## src/hw/rtl/peer_tunnel_id_allocator_macros.svh

```systemverilog
// ----------------------------------------------------------------------------
// Peer tunnel id allocator: assertion macros
// Checks are compiled in simulation and drop out under synthesis.
// ----------------------------------------------------------------------------
`ifndef PEER_TUNNEL_ID_ALLOCATOR_MACROS_SVH
`define PEER_TUNNEL_ID_ALLOCATOR_MACROS_SVH
`ifndef SYNTHESIS
// consequent must hold in the same cycle as the antecedent
`define PTID_ASSERT_SAME(label, clk, rst, ante, cons) \
   label: assert property (@(posedge clk) disable iff (rst) (ante) |-> (cons)) \
      else $error("ptid check failed: same cycle");
// consequent must hold in the cycle after the antecedent
`define PTID_ASSERT_NEXT(label, clk, rst, ante, cons) \
   label: assert property (@(posedge clk) disable iff (rst) (ante) |=> (cons)) \
      else $error("ptid check failed: next cycle");
`else
`define PTID_ASSERT_SAME(label, clk, rst, ante, cons)
`define PTID_ASSERT_NEXT(label, clk, rst, ante, cons)
`endif
`endif

```

## src/hw/rtl/ptid_pkg.sv

```systemverilog
// ----------------------------------------------------------------------------
// Peer tunnel id allocator: shared package
// Types, codes and sizes used by the front end, command queue and back end.
// ----------------------------------------------------------------------------
package ptid_pkg;

   // peer table size
   localparam int PEER_ENTRIES = 16;
   localparam int IDX_W        = (PEER_ENTRIES > 1) ? $clog2(PEER_ENTRIES) : 1;

   // tunnel id layout
   localparam int          ID_SHIFT    = 24;
   localparam int          PREFIX_BITS = 8;
   localparam logic [31:0] FULL_MASK   = 32'hFFFF_FFFF;
   localparam logic [31:0] FIRST_ID    = 32'h0000_0001;

   // command queue
   localparam int QUEUE_DEPTH = 2;
   localparam int QPTR_W      = 1;
   localparam int QCNT_W      = 2;

   // configuration port
   localparam int         CSR_IDX_W      = 2;
   localparam int         CSR_DATA_W     = 4;
   localparam logic [1:0] CSR_RANGE_BITS = 2'd0;
   localparam logic [1:0] CSR_NODE_ROLE  = 2'd1;

   // actions
   localparam logic [1:0] ACT_SETUP  = 2'd0;
   localparam logic [1:0] ACT_ALLOC  = 2'd1;
   localparam logic [1:0] ACT_REMOVE = 2'd2;

   // interfaces
   localparam logic [1:0] IF_S1U_SGW  = 2'd0;
   localparam logic [1:0] IF_S5S8_SGW = 2'd1;
   localparam logic [1:0] IF_S5S8_PGW = 2'd2;

   // node roles
   localparam logic [1:0] ROLE_SGW      = 2'd0;
   localparam logic [1:0] ROLE_COMBINED = 2'd1;
   localparam logic [1:0] ROLE_PGW      = 2'd2;

   // result status
   localparam logic [1:0] ST_OK         = 2'd0;
   localparam logic [1:0] ST_NOT_FOUND  = 2'd1;
   localparam logic [1:0] ST_TABLE_FULL = 2'd2;

   typedef struct packed {
      logic [1:0]  action;
      logic [31:0] peer_address;
      logic [7:0]  range_value;
      logic [1:0]  interface_select;
   } req_type;

   typedef struct packed {
      logic [1:0]  status;
      logic [31:0] teid;
   } rsp_type;

   // classified command handed from front to back
   typedef struct packed {
      logic [1:0]  action;
      logic [31:0] peer_address;
      logic [7:0]  prefix;
      logic        prefix_en;
      logic [31:0] mask;
      logic        advance;
   } cmd_type;

endpackage

```

## src/hw/rtl/peer_tunnel_id_allocator.sv

```systemverilog
// ----------------------------------------------------------------------------
// Peer tunnel id allocator: top level
//
//   channel   ports                                 beat taken when
//   request   start, busy, req_item                 start && !busy
//   result    rsp_valid, rsp_item                   rsp_valid (one cycle)
//   config    csr_valid, csr_ready, csr_index,      csr_valid && csr_ready
//             csr_wdata
//
// From acceptance to its result a request leaves the queue, is scanned against
// the table entry by entry (the scan stops at the matching peer) and is then
// executed. The table scan sets the rate.
// Two requests can wait in the command queue; busy is high while it is full.
// Reset is synchronous and clears the queue, sequencer, valid bits and
// configuration. The result strobe cannot be stalled.
// ----------------------------------------------------------------------------
`include "peer_tunnel_id_allocator_macros.svh"

module peer_tunnel_id_allocator (
   input  logic                            clock,
   input  logic                            reset,
   input  logic                            start,
   output logic                            busy,
   input  ptid_pkg::req_type               req_item,
   output logic                            rsp_valid,
   output ptid_pkg::rsp_type               rsp_item,
   input  logic                            csr_valid,
   output logic                            csr_ready,
   input  logic [ptid_pkg::CSR_IDX_W-1:0]  csr_index,
   input  logic [ptid_pkg::CSR_DATA_W-1:0] csr_wdata
);
   import ptid_pkg::*;

   logic    q_push, q_full, q_pop, q_not_empty;
   cmd_type push_cmd, head_cmd;

   assign busy = q_full;

   ptid_front u_front (
      .clock     (clock),
      .reset     (reset),
      .start     (start),
      .req_item  (req_item),
      .q_full    (q_full),
      .q_push    (q_push),
      .q_cmd     (push_cmd),
      .csr_valid (csr_valid),
      .csr_ready (csr_ready),
      .csr_index (csr_index),
      .csr_wdata (csr_wdata)
   );

   ptid_cmd_queue u_queue (
      .clock     (clock),
      .reset     (reset),
      .push      (q_push),
      .push_cmd  (push_cmd),
      .full      (q_full),
      .pop       (q_pop),
      .not_empty (q_not_empty),
      .head_cmd  (head_cmd)
   );

   ptid_back u_back (
      .clock       (clock),
      .reset       (reset),
      .q_not_empty (q_not_empty),
      .q_cmd       (head_cmd),
      .q_pop       (q_pop),
      .rsp_valid   (rsp_valid),
      .rsp_item    (rsp_item)
   );

   // checks
   `PTID_ASSERT_SAME(a_no_overflow, clock, reset, q_push, !q_full)
   `PTID_ASSERT_SAME(a_teid_ok, clock, reset, rsp_valid && |rsp_item.teid, rsp_item.status == ST_OK)
   `PTID_ASSERT_NEXT(a_single_strobe, clock, reset, rsp_valid, !rsp_valid)
   `PTID_ASSERT_NEXT(a_pop_scans, clock, reset, q_pop, !rsp_valid && !q_pop)

endmodule

```

## src/hw/rtl/ptid_front.sv

```systemverilog
// ----------------------------------------------------------------------------
// Peer tunnel id allocator: front end
// Holds the configuration registers and classifies each request beat
// (prefix, id mask, role match) before it enters the command queue.
// ----------------------------------------------------------------------------
module ptid_front (
   input  logic                           clock,
   input  logic                           reset,
   input  logic                           start,
   input  ptid_pkg::req_type              req_item,
   input  logic                           q_full,
   output logic                           q_push,
   output ptid_pkg::cmd_type              q_cmd,
   input  logic                           csr_valid,
   output logic                           csr_ready,
   input  logic [ptid_pkg::CSR_IDX_W-1:0] csr_index,
   input  logic [ptid_pkg::CSR_DATA_W-1:0] csr_wdata
);
   import ptid_pkg::*;

   logic [3:0]  range_bits_ff, range_bits_in;
   logic [1:0]  node_role_ff, node_role_in;
   logic [3:0]  rb_eff;
   logic [15:0] prefix_wide;
   logic        advance;

   // configuration writes, always ready
   assign csr_ready = 1'b1;

   always_comb begin
      range_bits_in = range_bits_ff;
      node_role_in  = node_role_ff;
      if (csr_valid) begin
         case (csr_index)
            CSR_RANGE_BITS: range_bits_in = csr_wdata[3:0];
            CSR_NODE_ROLE:  node_role_in  = csr_wdata[1:0];
            default: ;
         endcase
      end
   end

   always_ff @(posedge clock) begin
      if (reset) begin
         range_bits_ff <= 4'd0;
         node_role_ff  <= 2'd0;
      end else begin
         range_bits_ff <= range_bits_in;
         node_role_ff  <= node_role_in;
      end
   end

   // range bits saturate at one byte
   always_comb begin
      rb_eff = (range_bits_ff > 4'(PREFIX_BITS)) ? 4'(PREFIX_BITS) : range_bits_ff;
      prefix_wide = {8'h00, req_item.range_value} << (4'(PREFIX_BITS) - rb_eff);
   end

   // role against interface
   always_comb begin
      case (req_item.interface_select)
         IF_S1U_SGW, IF_S5S8_SGW: advance = node_role_ff inside {ROLE_SGW, ROLE_COMBINED};
         IF_S5S8_PGW:             advance = (node_role_ff == ROLE_PGW);
         default:                 advance = 1'b0;
      endcase
   end

   // classified beat into the queue
   assign q_push = start && !q_full;

   always_comb begin
      q_cmd.action       = req_item.action;
      q_cmd.peer_address = req_item.peer_address;
      q_cmd.prefix       = prefix_wide[7:0];
      q_cmd.prefix_en    = (rb_eff != 4'd0);
      q_cmd.mask         = FULL_MASK >> rb_eff;
      q_cmd.advance      = advance;
   end

endmodule

```

## src/hw/rtl/ptid_cmd_queue.sv

```systemverilog
// ----------------------------------------------------------------------------
// Peer tunnel id allocator: command queue
// Two-entry FIFO between the front end and the back end.
// ----------------------------------------------------------------------------
module ptid_cmd_queue (
   input  logic              clock,
   input  logic              reset,
   input  logic              push,
   input  ptid_pkg::cmd_type push_cmd,
   output logic              full,
   input  logic              pop,
   output logic              not_empty,
   output ptid_pkg::cmd_type head_cmd
);
   import ptid_pkg::*;

   cmd_type             slot_ff [QUEUE_DEPTH];
   logic [QPTR_W-1:0]   wr_ptr_ff, wr_ptr_in;
   logic [QPTR_W-1:0]   rd_ptr_ff, rd_ptr_in;
   logic [QCNT_W-1:0]   count_ff, count_in;
   logic                do_push, do_pop;

   assign full      = (count_ff == QCNT_W'(QUEUE_DEPTH));
   assign not_empty = (count_ff != '0);
   assign head_cmd  = slot_ff[rd_ptr_ff];
   assign do_push   = push && !full;
   assign do_pop    = pop && not_empty;

   // pointers and fill count
   always_comb begin
      wr_ptr_in = do_push ? wr_ptr_ff + 1'b1 : wr_ptr_ff;
      rd_ptr_in = do_pop ? rd_ptr_ff + 1'b1 : rd_ptr_ff;
      count_in  = count_ff;
      if (do_push && !do_pop) begin
         count_in = count_ff + 1'b1;
      end else if (do_pop && !do_push) begin
         count_in = count_ff - 1'b1;
      end
   end

   always_ff @(posedge clock) begin
      if (reset) begin
         wr_ptr_ff <= '0;
         rd_ptr_ff <= '0;
         count_ff  <= '0;
      end else begin
         wr_ptr_ff <= wr_ptr_in;
         rd_ptr_ff <= rd_ptr_in;
         count_ff  <= count_in;
      end
   end

   // storage
   always_ff @(posedge clock) begin
      if (do_push) begin
         slot_ff[wr_ptr_ff] <= push_cmd;
      end
   end

endmodule

```

## src/hw/rtl/ptid_back.sv

```systemverilog
// ----------------------------------------------------------------------------
// Peer tunnel id allocator: back end
// Owns the peer table. Scans it one entry a cycle for the peer and the
// lowest free slot, then carries out the command and strobes the result.
// ----------------------------------------------------------------------------
module ptid_back (
   input  logic              clock,
   input  logic              reset,
   input  logic              q_not_empty,
   input  ptid_pkg::cmd_type q_cmd,
   output logic              q_pop,
   output logic              rsp_valid,
   output ptid_pkg::rsp_type rsp_item
);
   import ptid_pkg::*;

   localparam logic [1:0] S_IDLE = 2'd0;
   localparam logic [1:0] S_SCAN = 2'd1;
   localparam logic [1:0] S_EXEC = 2'd2;

   // peer table
   logic [PEER_ENTRIES-1:0] valid_ff;
   logic [31:0]             peer_ff   [PEER_ENTRIES];
   logic [7:0]              prefix_ff [PEER_ENTRIES];
   logic [31:0]             base_ff   [PEER_ENTRIES];
   logic [31:0]             offset_ff [PEER_ENTRIES];
   logic [31:0]             last_ff   [PEER_ENTRIES];

   // sequencer and captured hit
   logic [1:0]       state_ff, state_in;
   cmd_type          cmd_ff, cmd_in;
   logic [IDX_W-1:0] cnt_ff, cnt_in;
   logic             found_ff, found_in;
   logic             free_ok_ff, free_ok_in;
   logic [IDX_W-1:0] hit_idx_ff, hit_idx_in;
   logic [IDX_W-1:0] free_idx_ff, free_idx_in;
   logic [7:0]       hit_prefix_ff, hit_prefix_in;
   logic [31:0]      hit_base_ff, hit_base_in;
   logic [31:0]      hit_offset_ff, hit_offset_in;
   logic [31:0]      hit_last_ff, hit_last_in;

   // result register
   logic    rsp_valid_ff, rsp_valid_in;
   rsp_type rsp_item_ff, rsp_item_in;

   // table write controls
   logic             wr_set, wr_clr, wr_peer, wr_pb, wr_off, wr_last;
   logic [IDX_W-1:0] wr_idx;
   logic [7:0]       wr_prefix;
   logic [31:0]      wr_base, wr_offset, wr_last_id;

   // execute-stage helpers
   logic [31:0] sum_id, id_sel, new_base;

   assign rsp_valid = rsp_valid_ff;
   assign rsp_item  = rsp_item_ff;
   assign q_pop     = (state_ff == S_IDLE) && q_not_empty;

   always_comb begin
      sum_id   = hit_base_ff + hit_offset_ff;
      new_base = {cmd_ff.prefix, 24'h00_0000} | 32'(cmd_ff.prefix == 8'h00);
      id_sel   = cmd_ff.advance ? sum_id : hit_last_ff;
   end

   always_comb begin
      state_in      = state_ff;
      cmd_in        = cmd_ff;
      cnt_in        = cnt_ff;
      found_in      = found_ff;
      free_ok_in    = free_ok_ff;
      hit_idx_in    = hit_idx_ff;
      free_idx_in   = free_idx_ff;
      hit_prefix_in = hit_prefix_ff;
      hit_base_in   = hit_base_ff;
      hit_offset_in = hit_offset_ff;
      hit_last_in   = hit_last_ff;
      rsp_valid_in  = 1'b0;
      rsp_item_in   = rsp_item_ff;
      wr_set        = 1'b0;
      wr_clr        = 1'b0;
      wr_peer       = 1'b0;
      wr_pb         = 1'b0;
      wr_off        = 1'b0;
      wr_last       = 1'b0;
      wr_idx        = hit_idx_ff;
      wr_prefix     = cmd_ff.prefix;
      wr_base       = new_base;
      wr_offset     = '0;
      wr_last_id    = FIRST_ID;
      case (state_ff)
         S_IDLE: begin
            if (q_not_empty) begin
               cmd_in     = q_cmd;
               cnt_in     = '0;
               found_in   = 1'b0;
               free_ok_in = 1'b0;
               state_in   = S_SCAN;
            end
         end
         // one entry per cycle; first match wins, lowest free slot noted
         S_SCAN: begin
            if (valid_ff[cnt_ff] && peer_ff[cnt_ff] == cmd_ff.peer_address) begin
               found_in      = 1'b1;
               hit_idx_in    = cnt_ff;
               hit_prefix_in = prefix_ff[cnt_ff];
               hit_base_in   = base_ff[cnt_ff];
               hit_offset_in = offset_ff[cnt_ff];
               hit_last_in   = last_ff[cnt_ff];
               state_in      = S_EXEC;
            end else begin
               if (!valid_ff[cnt_ff] && !free_ok_ff) begin
                  free_ok_in  = 1'b1;
                  free_idx_in = cnt_ff;
               end
               if (cnt_ff == IDX_W'(PEER_ENTRIES - 1)) begin
                  state_in = S_EXEC;
               end
               cnt_in = cnt_ff + 1'b1;
            end
         end
         S_EXEC: begin
            rsp_valid_in       = 1'b1;
            rsp_item_in.status = ST_OK;
            rsp_item_in.teid   = '0;
            state_in           = S_IDLE;
            case (cmd_ff.action)
               ACT_SETUP: begin
                  if (found_ff) begin
                     wr_pb = cmd_ff.prefix_en;
                  end else if (free_ok_ff) begin
                     wr_idx    = free_idx_ff;
                     wr_set    = 1'b1;
                     wr_peer   = 1'b1;
                     wr_pb     = 1'b1;
                     wr_off    = 1'b1;
                     wr_last   = 1'b1;
                     wr_prefix = cmd_ff.prefix_en ? cmd_ff.prefix : 8'h00;
                     wr_base   = cmd_ff.prefix_en ? new_base : FIRST_ID;
                  end else begin
                     rsp_item_in.status = ST_TABLE_FULL;
                  end
               end
               ACT_ALLOC: begin
                  if (!found_ff) begin
                     rsp_item_in.status = ST_NOT_FOUND;
                  end else begin
                     wr_off     = cmd_ff.advance;
                     wr_last    = cmd_ff.advance;
                     wr_last_id = sum_id;
                     wr_offset  = (hit_offset_ff >= cmd_ff.mask) ? 32'd0
                                                                : hit_offset_ff + 32'd1;
                     rsp_item_in.teid = (id_sel & cmd_ff.mask)
                                        | {hit_prefix_ff, 24'h00_0000};
                  end
               end
               ACT_REMOVE: begin
                  if (!found_ff) begin
                     rsp_item_in.status = ST_NOT_FOUND;
                  end else begin
                     wr_clr = 1'b1;
                  end
               end
               default: ;
            endcase
         end
         default: state_in = S_IDLE;
      endcase
   end

   // control state
   always_ff @(posedge clock) begin
      if (reset) begin
         state_ff     <= S_IDLE;
         rsp_valid_ff <= 1'b0;
         valid_ff     <= '0;
      end else begin
         state_ff     <= state_in;
         rsp_valid_ff <= rsp_valid_in;
         if (wr_set) begin
            valid_ff[wr_idx] <= 1'b1;
         end else if (wr_clr) begin
            valid_ff[wr_idx] <= 1'b0;
         end
      end
   end

   // payload and scan registers
   always_ff @(posedge clock) begin
      cmd_ff        <= cmd_in;
      cnt_ff        <= cnt_in;
      found_ff      <= found_in;
      free_ok_ff    <= free_ok_in;
      hit_idx_ff    <= hit_idx_in;
      free_idx_ff   <= free_idx_in;
      hit_prefix_ff <= hit_prefix_in;
      hit_base_ff   <= hit_base_in;
      hit_offset_ff <= hit_offset_in;
      hit_last_ff   <= hit_last_in;
      rsp_item_ff   <= rsp_item_in;
   end

   // table writes
   always_ff @(posedge clock) begin
      if (wr_peer) begin
         peer_ff[wr_idx] <= cmd_ff.peer_address;
      end
      if (wr_pb) begin
         prefix_ff[wr_idx] <= wr_prefix;
         base_ff[wr_idx]   <= wr_base;
      end
      if (wr_off) begin
         offset_ff[wr_idx] <= wr_offset;
      end
      if (wr_last) begin
         last_ff[wr_idx] <= wr_last_id;
      end
   end

endmodule

```

## config.mk

```make
export PLATFORM = sky130hd
export DESIGN_NAME = peer_tunnel_id_allocator
export DESIGN_NICKNAME = d
export VERILOG_FILES = /design/src/hw/rtl/ptid_pkg.sv /design/src/hw/rtl/peer_tunnel_id_allocator.sv /design/src/hw/rtl/ptid_front.sv /design/src/hw/rtl/ptid_cmd_queue.sv /design/src/hw/rtl/ptid_back.sv
export VERILOG_INCLUDE_DIRS = /design/src /design/src/hw/rtl
export SDC_FILE = /design/constraint.sdc
export NUM_CORES = 2
export LEC_CHECK = 0
export ABC_CLOCK_PERIOD_IN_PS = 13100
export BUFFER_PORTS_ARGS = -buffer_cell sky130_fd_sc_hd__buf_2
export CAP_MARGIN = 20
export CORE_UTILIZATION = 35
export DETAILED_ROUTE_END_ITERATION = 10
export GPL_ROUTABILITY_DRIVEN = 0
export SLEW_MARGIN = 15
export SYNTH_ARGS = -nofsm -noshare
export SYNTH_HDL_FRONTEND = slang
export SYNTH_SLANG_ARGS = --single-unit
export TNS_END_PERCENT = 50
```

## constraint.sdc

```tcl
create_clock -name clock -period 13.1 [get_ports clock]
set_clock_uncertainty 0.15 [all_clocks]
set_input_delay 0.655 -clock clock [delete_from_list [all_inputs] [get_ports clock]]
set_output_delay 0.655 -clock clock [all_outputs]
set_load 0.005 [all_outputs]
```

==> impl_results.md <==
- Antenna viol nets, final: 0
- Detailed Routing Iterations Pass 1: 8
- Leak pwr: 28.4 nW
- Flop-to-flop setup slack: 6700 ps
- CTS clk-pin slew, worst paths: 60 ps
- R2R cell count: 10
- Buffers on Ports: 89
- First-pass GRT wire length: 282 mm
- Finished Cell Area: 90,500 um^2
- DR vias/cell: 5.27
- Peak VDD IR: 0.215 mV
- Final setup viols: 0
- Placed Area: 83,500 um^2
- CTS tree: yes
- Req. time, crit path: 13,420 ps
- Synth warn: 0
- Setup Slack @ Placement: 6780 ps
- Vias: 40,100
- Initial Utilization: 35.2%
- # H-tree levels: 4
- Grt ovf: 0
- Top-area cell type share of the netlist area: 74.9%
- Rel. slew slack: 21.4%
- Die H: 478 um
- Clk sink count: 2,011
- Final TNS setup: 0 ps
- WHS Path Cells: 4
- Ys async rst share: 0%
- Post-synth EDFFs: 1,978
- Post-synthesis sequential area ratio: 75.8%
- Maximum clock insertion buffer count: 3
- Crit path kind: flop to flop
- Detail Placement HPWL: 102 mm
- GRT Overall Usage: 16.7%
- Number of global-route vias before repair: 40,900
- Area leader, netlist: edfxtp_1
- Critical Path Sink Type: flop
- Final Cycle Share: 48.9%
- Worst-Margin Slew: 1170 ps
- Total power: 17.1 mW
- # rows: 174
- Synthesized area: 79,300 um^2
- Yosys reg bits: 2,011
- DRC: 4
- HP Class: input pin to flop
- Largest cells by area after synthesis: edfxtp_1 (75%), mux4_2 (7.3%), mux2i_1 (3.8%)
- CORE AREA: 225,000 um^2
- Initial antenna violation count: 5
- Final wirelength: 194 mm
- Critical path arrival: 6730 ps
- P&R area growth vs syn: 14.2%
- Cell variety after synth: 67
- Layout net count: 4,539
- WL per Instance: 25.5 um
- F_max: 156 MHz
- Post-Syn Instances: 4,226
- Critical path fanouts, max: 58
- Pin count of the biggest net entering global routing: 152
- Status: finished, violations left
- Non-Filler Instances: 7,607
- Max-slew violations: 0
- Post-cts sizing count: 0
- Total die area: 228,000 um^2
- WHS Endpoint: u_front.node_role_ff[1]
- CP Launch Type: flop
- Fraction of layout cells with a size suffix above 1: 21.0%
- Minimum clock period: 6400 ps
- Number of CTS-inserted buffers: 203
- Placed cells: 7,195
- Clock root buffer: clkbuf_16
- DIE WIDTH: 478 um
- Critical hold path startpoint: csr_valid
- DR iter-0 viols: 4,064
- Syn Area/Cell: 18.8 um^2
- Main synth FF type: edfxtp_1
- Final hold viol count: 0
- Max-capacitance violation count: 0
- Failing checks: design-rule violations
- Final WS setup: 6700 ps
- Power per cell area: 189 nW/um^2
- # IOs: 91
- Crit Reg-Reg Endpoint: u_back.hit_offset_ff[1]
- Unrepaired setup endpoints after global routing: no
- Worst skew pair latency: 840 ps
==> per-layer routing <==
metal	GRT usage [%]	wire length (um)
met1	22.4	82600
met2	28.2	95900
met3	2.53	10200
met4	4.94	4990
met5	0	13
==> registers in the layout, indices dropped and copies added (netlist names), 17 cells and up, named ones only <==
signal and flops:
u_back.offset_ff 512, u_back.base_ff 17, u_back.cmd_ff 59, u_queue.slot_ff 118, u_back.hit_last_ff 32, u_back.last_ff 512, u_back.prefix_ff 127, u_back.hit_offset_ff 32
u_back.rsp_item 34, u_back.peer_ff 512
==> where the power goes <==
group          internal [mW]  switching [mW]  total (mW)
Sequential              7.56           0.375        7.94
Combinational           1.32            2.10        3.41
Clock                   3.31            2.43        5.74
Total                   12.2            4.90        17.1
==> placed cells by master (no fill, tap or decap), types with 21 or more instances in the layout <==
cell type and instances:
edfxtp_1 1978, mux2i_1 299, mux4_2 256, clkbuf_16 205, o21ai_0 183, nor2_1 170
mux2_2 163, a21oi_1 121, nand2_1 120, buf_4 92, buf_2 89, a221oi_1 84
a22oi_1 78, xnor2_1 69, inv_1 48, xor2_1 46, nand3_1 42, clkbuf_1 42
clkinv_1 40, dlygate4sd3_1 38, ha_1 35, clkinv_2 32, dfxtp_1 28, bufinv_16 22
or3_1 21
==> worst max path at each step <==
stage,from,to
floorplan,u_back.cmd_ff[74],u_back.last_ff[2][0]
global placement,flop,u_back.hit_offset_ff[7]
detailed placement,flop,u_back.hit_last_ff[4]
CTS,flop,u_back.hit_offset_ff[7]
global route,flop,u_back.hit_offset_ff[7]
finish,flop,u_back.hit_offset_ff[1]
==> logic make-up after synthesis <==
logic type	Yosys count	synth area share [%]
flip-flops	2011	75.8
XOR/XNOR	115	1.27
other	1	0.00473
AND/OR/NAND/NOR	503	2.99
multiplexers	720	13.4
adder cells (fa/ha/maj)	35	0.552
buffers and inverters	281	1.47
AO/OA/AOI/OAI	560	4.51
==> through the flow <==
| stage | hold slack, ps | util (%) |
|---|---|---|
| after floorplan | 293 | - |
| after global placement | 314 | 37.1 |
| after detailed placement | 319 | 37.1 |
| after CTS | 38.2 | 40.2 |
| after global routing | 97.6 | 40.3 |
| final | 105 | 40.3 |
==> final cells by class <==
| type | instances | area (um^2) |
|---|---|---|
| Timing Repair Buffer | 225 | 1620 |
| Fill cell | 19900 | 134000 |
| Multi-Input combinational cell | 1942 | 18200 |
| Sequential cell | 2011 | 60100 |
| Clock inverter | 120 | 1290 |
| Inverter | 67 | 253 |
| Clock buffer | 247 | 5290 |
| Antenna cell | 3 | 7.51 |
| Tap cell | 2992 | 3740 |
==> critical path, stage by stage (launching register included) <==
cell,delay (ps)
dfxtp_4,660
buf_4,670
buf_4,830
mux4_2,440
and3_1,230
a2111oi_0,550
a31oi_1,200
a221oi_2,490
and4_4,320
buf_4,730
buf_4,510
==> cells in the mapped netlist (3+ instances only) <==
cell type	number
edfxtp_1	1978
mux2i_1	299
mux4_2	256
nor2_1	187
o21ai_0	183
mux2_2	163
clkbuf_1	135
a21oi_1	121
nand2_1	121
a221oi_1	84
a22oi_1	78
xnor2_1	69
inv_1	66
xor2_1	46
nand3_1	42
buf_1	41
ha_1	35
dfxtp_1	33
a211oi_1	21
buf_2	21
or3_1	21
nand4_1	20
or2_2	20
nor2b_1	17
nor3_1	16
nand2b_1	14
o22ai_1	14
a31oi_1	13
buf_4	13
a2111oi_0	10
nor3b_1	10
and3_1	9
a21o_1	8
nor4_1	7
and2_1	4
and4_1	4
o21bai_1	4
buf_6	3
o211ai_1	3
==> timing repair <==
item / in CTS / in global routing
hold endpoints to repair: 74 / 0
hold buffers: 38 / 0
setup buffers: 0 / 0
No activity file was read; power rests on OpenSTA's default activity.
